### src/rtl/urc_pkg.sv
package urc_pkg;

  localparam int URC_COUNT_BITS = 20;

  localparam int TRIG_W     = 10;
  localparam int TIMEOUT_W  = 20;
  localparam int PAUSE_W    = 20;
  localparam int THR_W      = 18;
  localparam int DIST_W     = 18;
  localparam int CFG_DATA_W = 20;
  localparam int CFG_IDX_W  = 2;

  localparam logic [TRIG_W-1:0]    TRIG_RESET    = 10'd11;
  localparam logic [TIMEOUT_W-1:0] TIMEOUT_RESET = 20'd1000000;
  localparam logic [PAUSE_W-1:0]   PAUSE_RESET   = 20'd500000;
  localparam logic [THR_W-1:0]     THR_RESET     = 18'd150;

  localparam int QUEUE_DEPTH = 4;

  // distance = floor(h * 17 / 50), h = width / 2
  localparam int                   H_W         = 20;
  localparam logic [H_W-1:0]       H_SAT       = 20'd771009;
  localparam int                   P_W         = 24;
  localparam int                   RECIP_W     = 25;
  localparam logic [RECIP_W-1:0]   RECIP       = 25'd21474837;
  localparam int                   RECIP_SHIFT = 30;
  localparam int                   MUL_W       = P_W + RECIP_W;
  localparam logic [DIST_W-1:0]    DIST_MAX    = 18'h3FFFF;

  typedef enum logic [1:0] {
    PH_TRIGGER,
    PH_LISTEN,
    PH_PAUSE
  } phase_t;

  typedef enum logic [1:0] {
    EV_NONE,
    EV_DIST,
    EV_TIMEOUT
  } event_t;

  typedef enum logic [CFG_IDX_W-1:0] {
    CFG_TRIGGER_TICKS  = 2'd0,
    CFG_LISTEN_TIMEOUT = 2'd1,
    CFG_PAUSE_TICKS    = 2'd2,
    CFG_NEAR_THRESHOLD = 2'd3
  } cfg_idx_t;

  typedef struct packed {
    logic           trig;
    event_t         ev;
    logic           sat;
    logic [H_W-1:0] half_width;
  } job_t;

endpackage

### src/rtl/urc_ifs.sv
interface urc_in_if ();
  logic valid;
  logic ready;
  logic echo_level;

  modport source (output valid, output echo_level, input ready);
  modport sink (input valid, input echo_level, output ready);
endinterface

interface urc_out_if import urc_pkg::*; ();
  logic              valid;
  logic              ready;
  logic              trigger_level;
  logic              led_level;
  logic              distance_valid;
  logic [DIST_W-1:0] distance_mm;
  logic              timed_out;

  modport source (output valid, output trigger_level, output led_level,
                  output distance_valid, output distance_mm, output timed_out,
                  input ready);
  modport sink (input valid, input trigger_level, input led_level,
                input distance_valid, input distance_mm, input timed_out,
                output ready);
endinterface

### src/rtl/urc_front.sv
module urc_front import urc_pkg::*; #(
  parameter int COUNT_BITS = URC_COUNT_BITS
) (
  input  logic                 clk,
  input  logic                 rst_n,
  input  logic                 in_valid,
  output logic                 in_ready,
  input  logic                 echo,
  input  logic [TRIG_W-1:0]    trigger_ticks,
  input  logic [TIMEOUT_W-1:0] listen_timeout,
  input  logic [PAUSE_W-1:0]   pause_ticks,
  input  logic                 q_full,
  output logic                 push,
  output job_t                 push_job
);

  localparam logic [COUNT_BITS-1:0] CNT_MAX = '1;

  phase_t                phase_r, phase_nxt;
  logic [COUNT_BITS-1:0] cnt_r, cnt_nxt;
  logic [COUNT_BITS-1:0] wid_r, wid_nxt;
  logic                  rise_seen_r, rise_seen_nxt;
  logic                  echo_prev_r;

  logic                  acc;
  logic [COUNT_BITS-1:0] cnt_inc;
  logic [COUNT_BITS-1:0] wid_inc;
  logic [31:0]           limit;
  logic                  reach;
  logic                  rise;
  logic                  fall;
  logic [31:0]           half32;

  assign in_ready = !q_full;
  assign acc      = in_valid && in_ready;
  assign push     = acc;

  assign cnt_inc = (cnt_r == CNT_MAX) ? cnt_r : cnt_r + 1'b1;
  assign wid_inc = (wid_r == CNT_MAX) ? wid_r : wid_r + 1'b1;
  assign rise    = echo && !echo_prev_r;
  assign fall    = !echo && echo_prev_r && rise_seen_r;
  assign reach   = 32'(cnt_inc) >= limit;
  assign half32  = 32'(wid_r[COUNT_BITS-1:1]);

  always_comb begin
    unique case (phase_r)
      PH_TRIGGER: limit = 32'(trigger_ticks);
      PH_LISTEN:  limit = 32'(listen_timeout);
      PH_PAUSE:   limit = 32'(pause_ticks);
      default:    limit = '0;
    endcase
  end

  // next state
  always_comb begin
    phase_nxt     = phase_r;
    cnt_nxt       = cnt_inc;
    wid_nxt       = wid_r;
    rise_seen_nxt = rise_seen_r;
    unique case (phase_r)
      PH_TRIGGER: begin
        if (reach) begin
          phase_nxt     = PH_LISTEN;
          cnt_nxt       = '0;
          wid_nxt       = '0;
          rise_seen_nxt = 1'b0;
        end
      end
      PH_LISTEN: begin
        if (rise) begin
          rise_seen_nxt = 1'b1;
          wid_nxt       = COUNT_BITS'(1);
        end else if (echo && rise_seen_r) begin
          wid_nxt = wid_inc;
        end
        if (fall || reach) begin
          phase_nxt = PH_PAUSE;
          cnt_nxt   = '0;
        end
      end
      PH_PAUSE: begin
        if (reach) begin
          phase_nxt = PH_TRIGGER;
          cnt_nxt   = '0;
        end
      end
      default: begin
        phase_nxt = PH_TRIGGER;
        cnt_nxt   = '0;
      end
    endcase
  end

  // outputs
  always_comb begin
    push_job.trig       = (phase_r == PH_TRIGGER);
    push_job.ev         = EV_NONE;
    push_job.sat        = half32 >= 32'(H_SAT);
    push_job.half_width = half32[H_W-1:0];
    if (phase_r == PH_LISTEN) begin
      if (fall) begin
        push_job.ev = EV_DIST;
      end else if (reach) begin
        push_job.ev = EV_TIMEOUT;
      end
    end
  end

  always_ff @(posedge clk) begin
    if (!rst_n) begin
      phase_r     <= PH_TRIGGER;
      cnt_r       <= '0;
      wid_r       <= '0;
      rise_seen_r <= 1'b0;
      echo_prev_r <= 1'b0;
    end else if (acc) begin
      phase_r     <= phase_nxt;
      cnt_r       <= cnt_nxt;
      wid_r       <= wid_nxt;
      rise_seen_r <= rise_seen_nxt;
      echo_prev_r <= echo;
    end
  end

endmodule

### src/rtl/urc_queue.sv
module urc_queue import urc_pkg::*; (
  input  logic clk,
  input  logic rst_n,
  input  logic push,
  input  job_t push_job,
  input  logic pop,
  output job_t pop_job,
  output logic full,
  output logic empty
);

  localparam int PTR_W = $clog2(QUEUE_DEPTH);
  localparam int CNT_W = $clog2(QUEUE_DEPTH + 1);

  job_t             mem [QUEUE_DEPTH];
  logic [PTR_W-1:0] wr_ptr_r;
  logic [PTR_W-1:0] rd_ptr_r;
  logic [CNT_W-1:0] count_r;

  assign full    = (count_r == CNT_W'(QUEUE_DEPTH));
  assign empty   = (count_r == '0);
  assign pop_job = mem[rd_ptr_r];

  always_ff @(posedge clk) begin
    if (push) begin
      mem[wr_ptr_r] <= push_job;
    end
  end

  always_ff @(posedge clk) begin
    if (!rst_n) begin
      wr_ptr_r <= '0;
      rd_ptr_r <= '0;
      count_r  <= '0;
    end else begin
      if (push) begin
        wr_ptr_r <= (wr_ptr_r == PTR_W'(QUEUE_DEPTH - 1)) ? '0 : wr_ptr_r + 1'b1;
      end
      if (pop) begin
        rd_ptr_r <= (rd_ptr_r == PTR_W'(QUEUE_DEPTH - 1)) ? '0 : rd_ptr_r + 1'b1;
      end
      if (push && !pop) begin
        count_r <= count_r + 1'b1;
      end else if (pop && !push) begin
        count_r <= count_r - 1'b1;
      end
    end
  end

endmodule

### src/rtl/urc_back.sv
module urc_back import urc_pkg::*; (
  input  logic              clk,
  input  logic              rst_n,
  input  logic              q_empty,
  input  job_t              q_job,
  output logic              q_pop,
  input  logic [THR_W-1:0]  near_threshold,
  input  logic              out_ready,
  output logic              out_valid,
  output logic              trigger_level,
  output logic              led_level,
  output logic              distance_valid,
  output logic [DIST_W-1:0] distance_mm,
  output logic              timed_out
);

  logic              adv;
  logic [P_W-1:0]    p17;
  logic [MUL_W-1:0]  prod;
  logic [DIST_W-1:0] dist_c;
  logic              led_c;

  logic              s1_v_r;
  job_t              s1_job_r;
  logic [P_W-1:0]    s1_p_r;

  logic              s2_v_r;
  logic              s2_trig_r;
  event_t            s2_ev_r;
  logic              s2_sat_r;
  logic [DIST_W-1:0] s2_q_r;

  logic              s3_v_r;
  logic              led_r;
  logic              trig_o_r;
  logic              dvalid_o_r;
  logic [DIST_W-1:0] dist_o_r;
  logic              tmo_o_r;

  assign adv   = !s3_v_r || out_ready;
  assign q_pop = adv && !q_empty;

  assign p17  = P_W'({q_job.half_width, 4'b0000}) + P_W'(q_job.half_width);
  assign prod = MUL_W'(s1_p_r) * MUL_W'(RECIP);

  always_comb begin
    dist_c = '0;
    led_c  = led_r;
    if (s2_ev_r == EV_DIST) begin
      dist_c = s2_sat_r ? DIST_MAX : s2_q_r;
      led_c  = (dist_c < near_threshold);
    end
  end

  always_ff @(posedge clk) begin
    if (adv) begin
      s1_job_r   <= q_job;
      s1_p_r     <= p17;
      s2_trig_r  <= s1_job_r.trig;
      s2_ev_r    <= s1_job_r.ev;
      s2_sat_r   <= s1_job_r.sat;
      s2_q_r     <= prod[RECIP_SHIFT +: DIST_W];
      trig_o_r   <= s2_trig_r;
      dvalid_o_r <= (s2_ev_r == EV_DIST);
      dist_o_r   <= dist_c;
      tmo_o_r    <= (s2_ev_r == EV_TIMEOUT);
    end
  end

  always_ff @(posedge clk) begin
    if (!rst_n) begin
      s1_v_r <= 1'b0;
      s2_v_r <= 1'b0;
      s3_v_r <= 1'b0;
      led_r  <= 1'b0;
    end else if (adv) begin
      s1_v_r <= q_pop;
      s2_v_r <= s1_v_r;
      s3_v_r <= s2_v_r;
      if (s2_v_r) begin
        led_r <= led_c;
      end
    end
  end

  assign out_valid      = s3_v_r;
  assign trigger_level  = trig_o_r;
  assign led_level      = led_r;
  assign distance_valid = dvalid_o_r;
  assign distance_mm    = dist_o_r;
  assign timed_out      = tmo_o_r;

endmodule

### src/rtl/ultrasonic_range_controller.sv
// Channel   Dir  Handshake      Payload
// in_ch     in   valid/ready    echo_level
// out_ch    out  valid/ready    trigger_level, led_level, distance_valid,
//                               distance_mm, timed_out
// cfg       in   cfg_we         cfg_index, cfg_wdata
//
// One item per cycle while the queue is not full; one result per item, via queue, s1, s2, s3.
// Front phase counter and echo timer advance once per accepted item.
// Back end: x17, reciprocal multiply, then clamp and LED compare, one stage each.
// Output stall freezes the back end; the front keeps taking items until the
// 4-entry queue is full. Reset is synchronous; no clearing pass.
module ultrasonic_range_controller import urc_pkg::*; #(
  parameter int COUNT_BITS = URC_COUNT_BITS
) (
  input  logic                  clk,
  input  logic                  rst_n,
  input  logic                  cfg_we,
  input  logic [CFG_IDX_W-1:0]  cfg_index,
  input  logic [CFG_DATA_W-1:0] cfg_wdata,
  urc_in_if.sink                in_ch,
  urc_out_if.source             out_ch
);

  logic [TRIG_W-1:0]    trigger_ticks_r;
  logic [TIMEOUT_W-1:0] listen_timeout_r;
  logic [PAUSE_W-1:0]   pause_ticks_r;
  logic [THR_W-1:0]     near_threshold_r;

  logic push;
  job_t push_job;
  logic q_pop;
  job_t q_job;
  logic q_full;
  logic q_empty;

  always_ff @(posedge clk) begin
    if (!rst_n) begin
      trigger_ticks_r  <= TRIG_RESET;
      listen_timeout_r <= TIMEOUT_RESET;
      pause_ticks_r    <= PAUSE_RESET;
      near_threshold_r <= THR_RESET;
    end else if (cfg_we) begin
      unique case (cfg_idx_t'(cfg_index))
        CFG_TRIGGER_TICKS:  trigger_ticks_r  <= cfg_wdata[TRIG_W-1:0];
        CFG_LISTEN_TIMEOUT: listen_timeout_r <= cfg_wdata[TIMEOUT_W-1:0];
        CFG_PAUSE_TICKS:    pause_ticks_r    <= cfg_wdata[PAUSE_W-1:0];
        CFG_NEAR_THRESHOLD: near_threshold_r <= cfg_wdata[THR_W-1:0];
      endcase
    end
  end

  urc_front #(
    .COUNT_BITS(COUNT_BITS)
  ) u_front (
    .clk            (clk),
    .rst_n          (rst_n),
    .in_valid       (in_ch.valid),
    .in_ready       (in_ch.ready),
    .echo           (in_ch.echo_level),
    .trigger_ticks  (trigger_ticks_r),
    .listen_timeout (listen_timeout_r),
    .pause_ticks    (pause_ticks_r),
    .q_full         (q_full),
    .push           (push),
    .push_job       (push_job)
  );

  urc_queue u_queue (
    .clk      (clk),
    .rst_n    (rst_n),
    .push     (push),
    .push_job (push_job),
    .pop      (q_pop),
    .pop_job  (q_job),
    .full     (q_full),
    .empty    (q_empty)
  );

  urc_back u_back (
    .clk            (clk),
    .rst_n          (rst_n),
    .q_empty        (q_empty),
    .q_job          (q_job),
    .q_pop          (q_pop),
    .near_threshold (near_threshold_r),
    .out_ready      (out_ch.ready),
    .out_valid      (out_ch.valid),
    .trigger_level  (out_ch.trigger_level),
    .led_level      (out_ch.led_level),
    .distance_valid (out_ch.distance_valid),
    .distance_mm    (out_ch.distance_mm),
    .timed_out      (out_ch.timed_out)
  );

endmodule
### src/flat_wrapper.sv
// flat-port wrapper written by rule: the top's interface ports become plain ports
module ultrasonic_range_controller_flat import urc_pkg::*;
#(
  parameter int COUNT_BITS = URC_COUNT_BITS
)
  (clk, rst_n, cfg_we, cfg_index, cfg_wdata, in_ch_valid, in_ch_echo_level, in_ch_ready, out_ch_valid, out_ch_trigger_level, out_ch_led_level, out_ch_distance_valid, out_ch_distance_mm, out_ch_timed_out, out_ch_ready);
  urc_in_if in_ch_i ();
  urc_out_if out_ch_i ();
  input  logic clk;
  input  logic rst_n;
  input  logic cfg_we;
  input  logic [CFG_IDX_W-1:0] cfg_index;
  input  logic [CFG_DATA_W-1:0] cfg_wdata;
  input wire logic [$bits(in_ch_i.valid)-1:0] in_ch_valid;
  input wire logic [$bits(in_ch_i.echo_level)-1:0] in_ch_echo_level;
  output wire logic [$bits(in_ch_i.ready)-1:0] in_ch_ready;
  output wire logic [$bits(out_ch_i.valid)-1:0] out_ch_valid;
  output wire logic [$bits(out_ch_i.trigger_level)-1:0] out_ch_trigger_level;
  output wire logic [$bits(out_ch_i.led_level)-1:0] out_ch_led_level;
  output wire logic [$bits(out_ch_i.distance_valid)-1:0] out_ch_distance_valid;
  output wire logic [$bits(out_ch_i.distance_mm)-1:0] out_ch_distance_mm;
  output wire logic [$bits(out_ch_i.timed_out)-1:0] out_ch_timed_out;
  input wire logic [$bits(out_ch_i.ready)-1:0] out_ch_ready;
  assign in_ch_i.valid = in_ch_valid;
  assign in_ch_i.echo_level = in_ch_echo_level;
  assign in_ch_ready = in_ch_i.ready;
  assign out_ch_valid = out_ch_i.valid;
  assign out_ch_trigger_level = out_ch_i.trigger_level;
  assign out_ch_led_level = out_ch_i.led_level;
  assign out_ch_distance_valid = out_ch_i.distance_valid;
  assign out_ch_distance_mm = out_ch_i.distance_mm;
  assign out_ch_timed_out = out_ch_i.timed_out;
  assign out_ch_i.ready = out_ch_ready;
  ultrasonic_range_controller #(.COUNT_BITS(COUNT_BITS)) u_core (.clk(clk), .rst_n(rst_n), .cfg_we(cfg_we), .cfg_index(cfg_index), .cfg_wdata(cfg_wdata), .in_ch(in_ch_i), .out_ch(out_ch_i));
endmodule
### config.mk
export PLATFORM = sky130hd
export DESIGN_NAME = ultrasonic_range_controller_flat
export DESIGN_NICKNAME = d
export VERILOG_FILES = /design/src/rtl/urc_pkg.sv /design/src/rtl/urc_ifs.sv /design/src/rtl/urc_front.sv /design/src/rtl/urc_queue.sv /design/src/rtl/urc_back.sv /design/src/rtl/ultrasonic_range_controller.sv /design/src/flat_wrapper.sv
export SDC_FILE = /design/constraint.sdc
export NUM_CORES = 1
export LEC_CHECK = 0
export BUFFER_PORTS_ARGS = -buffer_cell sky130_fd_sc_hd__buf_2
export CAP_MARGIN = 25
export CORE_MARGIN = 2
export CORE_UTILIZATION = 60
export CTS_BUF_LIST = sky130_fd_sc_hd__clkbuf_16
export DETAILED_ROUTE_END_ITERATION = 7
export PLACE_DENSITY = 0.79
export SKIP_CTS_REPAIR_TIMING = 1
export SLEW_MARGIN = 40
export SYNTH_ARGS = -nofsm -noshare
export SYNTH_HDL_FRONTEND = slang
export SYNTH_HIERARCHICAL = 1
export SYNTH_SLANG_ARGS = --single-unit
### constraint.sdc
create_clock -name clk -period 10.4 [get_ports clk]
set_input_delay 1.56 -clock clk [delete_from_list [all_inputs] [get_ports clk]]
set_output_delay 1.56 -clock clk [all_outputs]
set_load 0.05 [all_outputs]
# --- After elaboration in Yosys (flattened, before gate mapping) ---
# Memories as Yosys holds them, arrays and structs flattened. A register that Yosys moved wholly into a read port is not among the register bits.
# Index checks and enable logic that the tools add are counted.
op_classes:
  eq_ne: 18
  reduce_logical: 31
  n_addsub: 7
  n_mux: 29
  magnitude_cmp: 3
  mul: 1
op_table:
  columns: ["operator", "n"]
  rows:
  - ["two-way mux 20 bit", 7]
  - ["case mux 20 bit (2 select lines)", 2]
  - ["case mux 20 bit (3 select lines)", 1]
  - ["multiplier 24 x 25 -> 48 bit (second input constant)", 1]
  - ["adder 20 x 1 -> 20 bit (second input constant)", 2]
  - ["equality test 20 bit (second input constant)", 2]
  - ["greater-or-equal comparator 20 x 32 -> 1 bit", 1]
  - ["adder 24 x 20 -> 24 bit", 1]
  - ["greater-or-equal comparator 19 x 20 -> 1 bit (second input constant)", 1]
  - ["two-way mux 2 bit", 10]
  - ["less-than comparator 18 bit", 1]
  - ["two-way mux 18 bit", 1]
  - ["equality test 2 bit (second input constant)", 6]
  - ["logical AND 1 bit", 8]
  - ["AND reduction 2 bit", 4]
  - ["AND reduction 4 bit", 2]
  - ["logical NOT 1 bit", 7]
  - ["equality test 2 x 1 -> 1 bit (second input constant)", 3]
  - ["two-way mux 3 bit", 2]
  - ["!= test 2 bit (second input constant)", 3]
  - ["!= test 3 bit (second input constant)", 2]
  - ["case mux 2 bit (3 select lines)", 1]
  - ["AND reduction 5 bit", 1]
  - ["adder 2 x 1 -> 2 bit (second input constant)", 2]
  - ["12 further kinds", 18]
word_totals:
  memories: 1
  in_bits: 28
  regBits: 194
  elab_cells: 118
  ramBits: 92
memory_table:
  columns: ["name", "words", "word_bits", "read_ports", "rd_ports_with_merged_regs", "wr", "line_no", "text"]
  rows:
  - ["u_core.u_queue.mem", 4, 23, 1, 1, 1, "urc_queue.sv:15", "job_t mem [QUEUE_DEPTH];"]

# --- Longest topological paths before layout ---
depth:
  ltp_word: 7
  mapped_depth: 24
  ltp_nobuf: 24

# --- By module ---
# Netlist, hierarchy kept.
modules_own_cells:
  columns: ["mod", "area_per_inst_um2", "cells_each", "n_inst"]
  rows:
  - ["urc_back", 13494.2, 1293, 1]
  - ["urc_queue", 3961.3, 170, 1]
  - ["urc_front", 3699.8, 485, 1]
  - ["ultrasonic_range_controller", 2730.1, 270, 1]

# --- Least setup slack after synthesis ---
# No wires, ideal clock.
synth_timing:
  path_kind: "register -> register"
  from: "register u_core.u_back.s1_p_r[4]"
  to: "register u_core.u_back.s2_q_r[15] (data pin)"
  path_stages_with_launch: 21
  period_less_slack_ns: 6.255
  required_time_ns: 10.265
  arrival_ns: 6.121
  path_slack_ns: 4.145
  setup_time_ns: 0.135
  path_cell_list: "edfxtp_1 > fa_1 > fa_1 > inv_1 > fa_1 > inv_1 > fa_1 > fa_1 > fa_1 > inv_1 > fa_1 > inv_1 > ha_1 > a21o_1 > a211o_1 > a41oi_1 > o211ai_1 > o21ai_2 > a211oi_2 > or4_1 > nand3_1"
synth_between:
  elab_chain_cells: 1
synth_rtl:
  columns: ["element", "line_no", "text"]
  rows:
  - ["start, declared", "urc_back.sv:25", "logic [P_W-1:0] s1_p_r;"]
  - ["start signal, assigned", "urc_back.sv:58", "s1_p_r <= p17;"]
  - ["multiplier 24 x 25 -> 48 bit", "urc_back.sv:44", "assign prod = MUL_W'(s1_p_r) * MUL_W'(RECIP);"]
  - ["named net u_core.u_back.prod[45]", "urc_back.sv:19", "logic [MUL_W-1:0] prod;"]
  - ["end signal, assigned", "urc_back.sv:62", "s2_q_r <= prod[RECIP_SHIFT +: DIST_W];"]
  - ["end, declared", "urc_back.sv:31", "logic [DIST_W-1:0] s2_q_r;"]
# The timed path passes the listed nets, and every way through them passes these cells.
# A chain may end at the register's enable or synchronous reset.

# --- Worst setup path in the final report ---
layout_timing:
  from: "register u_core.u_back.s1_p_r[7]"
  to: "register u_core.u_back.s2_q_r[16] (data pin)"
# The elaborated chain is that of the path after synthesis.

==> run metrics <==
Max Freq=145.0 MHz; share of cells above drive strength 1=under 10%; most used cell along the critical path=fa_1; First DRT Iteration DRCs=1146; final WL=around 53000 um; initial antenna violation count=0; Placement Cell Area=~24000 sq um; DIE HEIGHT=203.5 um; worst clock skew=about 0.023 ns; Tcrit/Tclk final=about 66%; CTS Sinks=292; WP buf/inv=6; core area=39550 sq um; Wirelength per Cell=19.31 um; hold violation count in the final report=0; First-pass DRT Iterations=5; Hold Crit Class=reg2reg; number of global-route vias before repair=16360; n_diodes=0; top cell type's share of synthesized area=21.00%; Slowest-stage cell, CP=edfxtp_1; FF-to-FF setup slack=3.50 ns; clock-pin slew on the worst setup and hold paths=0.06 ns; Routed Antenna Nets=0; worst r2r src=u_core/u_back/s1_p_r[7]; cell count after synthesis=2218; outcome=finished, final reports clean; Slew Limit Fails=0; Synth warnings=6; Final Net Count=2758; Setup Viol. Count Final=0; clock period minus final worst setup slack=6.898 ns; WP depth=22; Max-Cap Viols=0; Syn-to-layout area delta=5.919%; Netlist Area Pre-Place=23890 sq um; commonest non-fill, non-tap cell in the layout=inv_1; total track usage=26.26%; critical path's largest stage delay=0.56 ns; HP Start=u_core/u_back/s1_job_r[21]; vias after detailed routing=16130; Post-synth top flop=edfxtp_1; Critical Path End Type=flip-flop; die area=41420 sq um; DRC violations left=0; Root Driver=clkbuf_16; RePlAce Congestion=0.9768; CTS Buffer Depth=3; setup ws final=~3.5 ns; CTS buffer count=30; synth unique cells=94; syn avg cell area=10.77 sq um; worst r2r path cells=22; Worst-Skew Late Latency=a little under 0.6 ns; Layout Cells excl Fill=2767; Yosys reg bits=292; post-synthesis sequential area ratio=roughly a third; I/O Pins=52; Crit path required time=10.72 ns; H-tree Lvls=1; CP arrival=7.22 ns; TritonCTS clock tree=done; WHS Endpoint=u_core/u_back/s2_ev_r[0]; Starting Density=60.39%; Setup CP Type=reg2reg; first-pass GRT wire length=86170 um; PortBufs=51; worst slack at placement=3.539 ns; Finished Cell Area=25300 sq um; largest net degree at the start of global routing=97; CP top delay family=adder cells; detailed placement HPWL=41970 um; cell count of the worst hold path=0; r2r endpoint=u_core/u_back/s2_q_r[16]; post-placement cell count=2712; Worst Tran Pin Value=0.8236 ns; crit path max fanout=8; grt ovf=0; Die Wd=203.5 um; # rows=73; Setup TNS=0 ns; Worst slew margin=a little under half; CP Launch Type=flip-flop; share of synthesized registers carrying an async set or reset=0%; Synth area leader=edfxtp_1; most frequent cells in the layout=385 x inv_1, 309 x ha_1, 202 x fa_1; synth top area cells=edfxtp_1 21%, fa_1 17%, ha_1 16%; Cell Chain, Critical Path=inv_1 -> fa_1 -> inv_1 -> fa_1 -> inv_1 -> fa_1 -> inv_1 -> fa_1 -> fa_1 -> fa_1 -> inv_1 -> fa_1 -> inv_1 -> ha_1 -> nand2_1 -> nor2_1 -> nand4_1 -> o22ai_1 -> o21ai_2 -> a211oi_2 -> a31oi_1 -> xnor2_1; vias per std cell=5.831; number of synthesized flops with an enable pin=~170; unrepaired setup endpoints after global routing=false
kinds of logic after synthesis:
kind of cell	after synthesis	synth area share, %
muxes	96	5.354
xor gates and xnor gates	47	1.723
DFF	292	31.47
adders and majority gates	511	33.12
other	1	0.01570
buffers and inverters	473	8.313
AOI/OAI and AO/OA	314	9.209
and+or+nand+nor	484	10.80
worst max-delay path by stage:
stage          slack, ns                        to                     from
3_5_place_dp        3.54  u_core/u_back/s2_q_r[15]  u_core/u_back/s1_p_r[4]
4_1_cts             3.53  u_core/u_back/s2_q_r[15]  u_core/u_back/s1_p_r[4]
6_report            3.50  u_core/u_back/s2_q_r[16]  u_core/u_back/s1_p_r[7]
2_1_floorplan       4.14  u_core/u_back/s2_q_r[15]  u_core/u_back/s1_p_r[4]
3_3_place_gp        3.68  u_core/u_back/s2_q_r[15]  u_core/u_back/s1_p_r[4]
5_1_grt             3.18  u_core/u_back/s2_q_r[16]  u_core/u_back/s1_p_r[7]
flip-flops by register name, indices dropped and copies added (netlist names), 3 cells and up, named ones only:
name                       cells
u_core/u_back/s1_p_r          24
u_core/u_queue/count_r         3
u_core/u_queue/mem            96
u_core/u_back/s1_job_r         4
u_core/u_back/distance_mm     18
u_core/near_threshold_r       18
u_core/pause_ticks_r          20
u_core/trigger_ticks_r        10
u_core/u_back/s2_q_r          18
u_core/u_front/cnt_r          20
u_core/listen_timeout_r       20
u_core/u_front/wid_r          20
worst register-to-register path: stages, from the launching register on:
cell	delay, ns
edfxtp_1	0.56
inv_1	0.16
fa_1	0.54
inv_1	0.09
fa_1	0.51
inv_1	0.05
fa_1	0.54
inv_1	0.06
fa_1	0.52
fa_1	0.44
fa_1	0.54
inv_1	0.05
fa_1	0.52
inv_1	0.04
ha_1	0.33
nand2_1	0.08
nor2_1	0.25
nand4_1	0.15
o22ai_1	0.28
o21ai_2	0.17
a211oi_2	0.43
a31oi_1	0.18
xnor2_1	0.15
synthesized netlist by cell type, types with 19 or more instances:
cell type and n:
buf_4 24, and3_1 21, nor2_1 66, o21ai_0 55
nand4_1 27, nand3_1 35, a21o_1 26, mux4_2 20
o211ai_1 22, edfxtp_1 167, nor3_1 25, buf_2 23
a32o_1 19, nand2_1 147, fa_1 202, dfxtp_1 125
a21oi_1 62, ha_1 309, xnor2_1 31, a31oi_1 22
and2_1 29, nor2b_1 39, or2_2 26, mux2i_1 70
clkbuf_1 35, inv_1 378
routing by layer:
metal  vias up  track usage [%]  wire, um
met1      8003            36.66     23810
met2       462            44.44     25870
met5         -                0         0
li1       7606                -         -
met3        62            2.764      2655
met4         0            6.100      1095
stage by stage:
| step | hold slack [ns] | utilization (%) |
|---|---|---|
| 2_1_floorplan | 0.4003 | - |
| 3_3_place_gp | 0.4017 | 61.51 |
| 3_5_place_dp | 0.4054 | 61.52 |
| 4_1_cts | 0.4350 | 63.96 |
| 5_1_grt | 0.4317 | 63.97 |
| 6_report | 0.4300 | 63.97 |
cell type report:
cell class / instances / area (sq um)
clock buffers: 31 / 775.7
clock inverters: 24 / 190.2
fillers: 3130 / 14250
inverters: 378 / 1419
multi-input cells: 1454 / 14390
flip-flops and latches: 292 / 7517
well taps: 525 / 656.9
repair buffers: 63 / 351.6
Power is not shown: default switching activity piles up to over one toggle a cycle in this logic, so the estimate is an artifact.
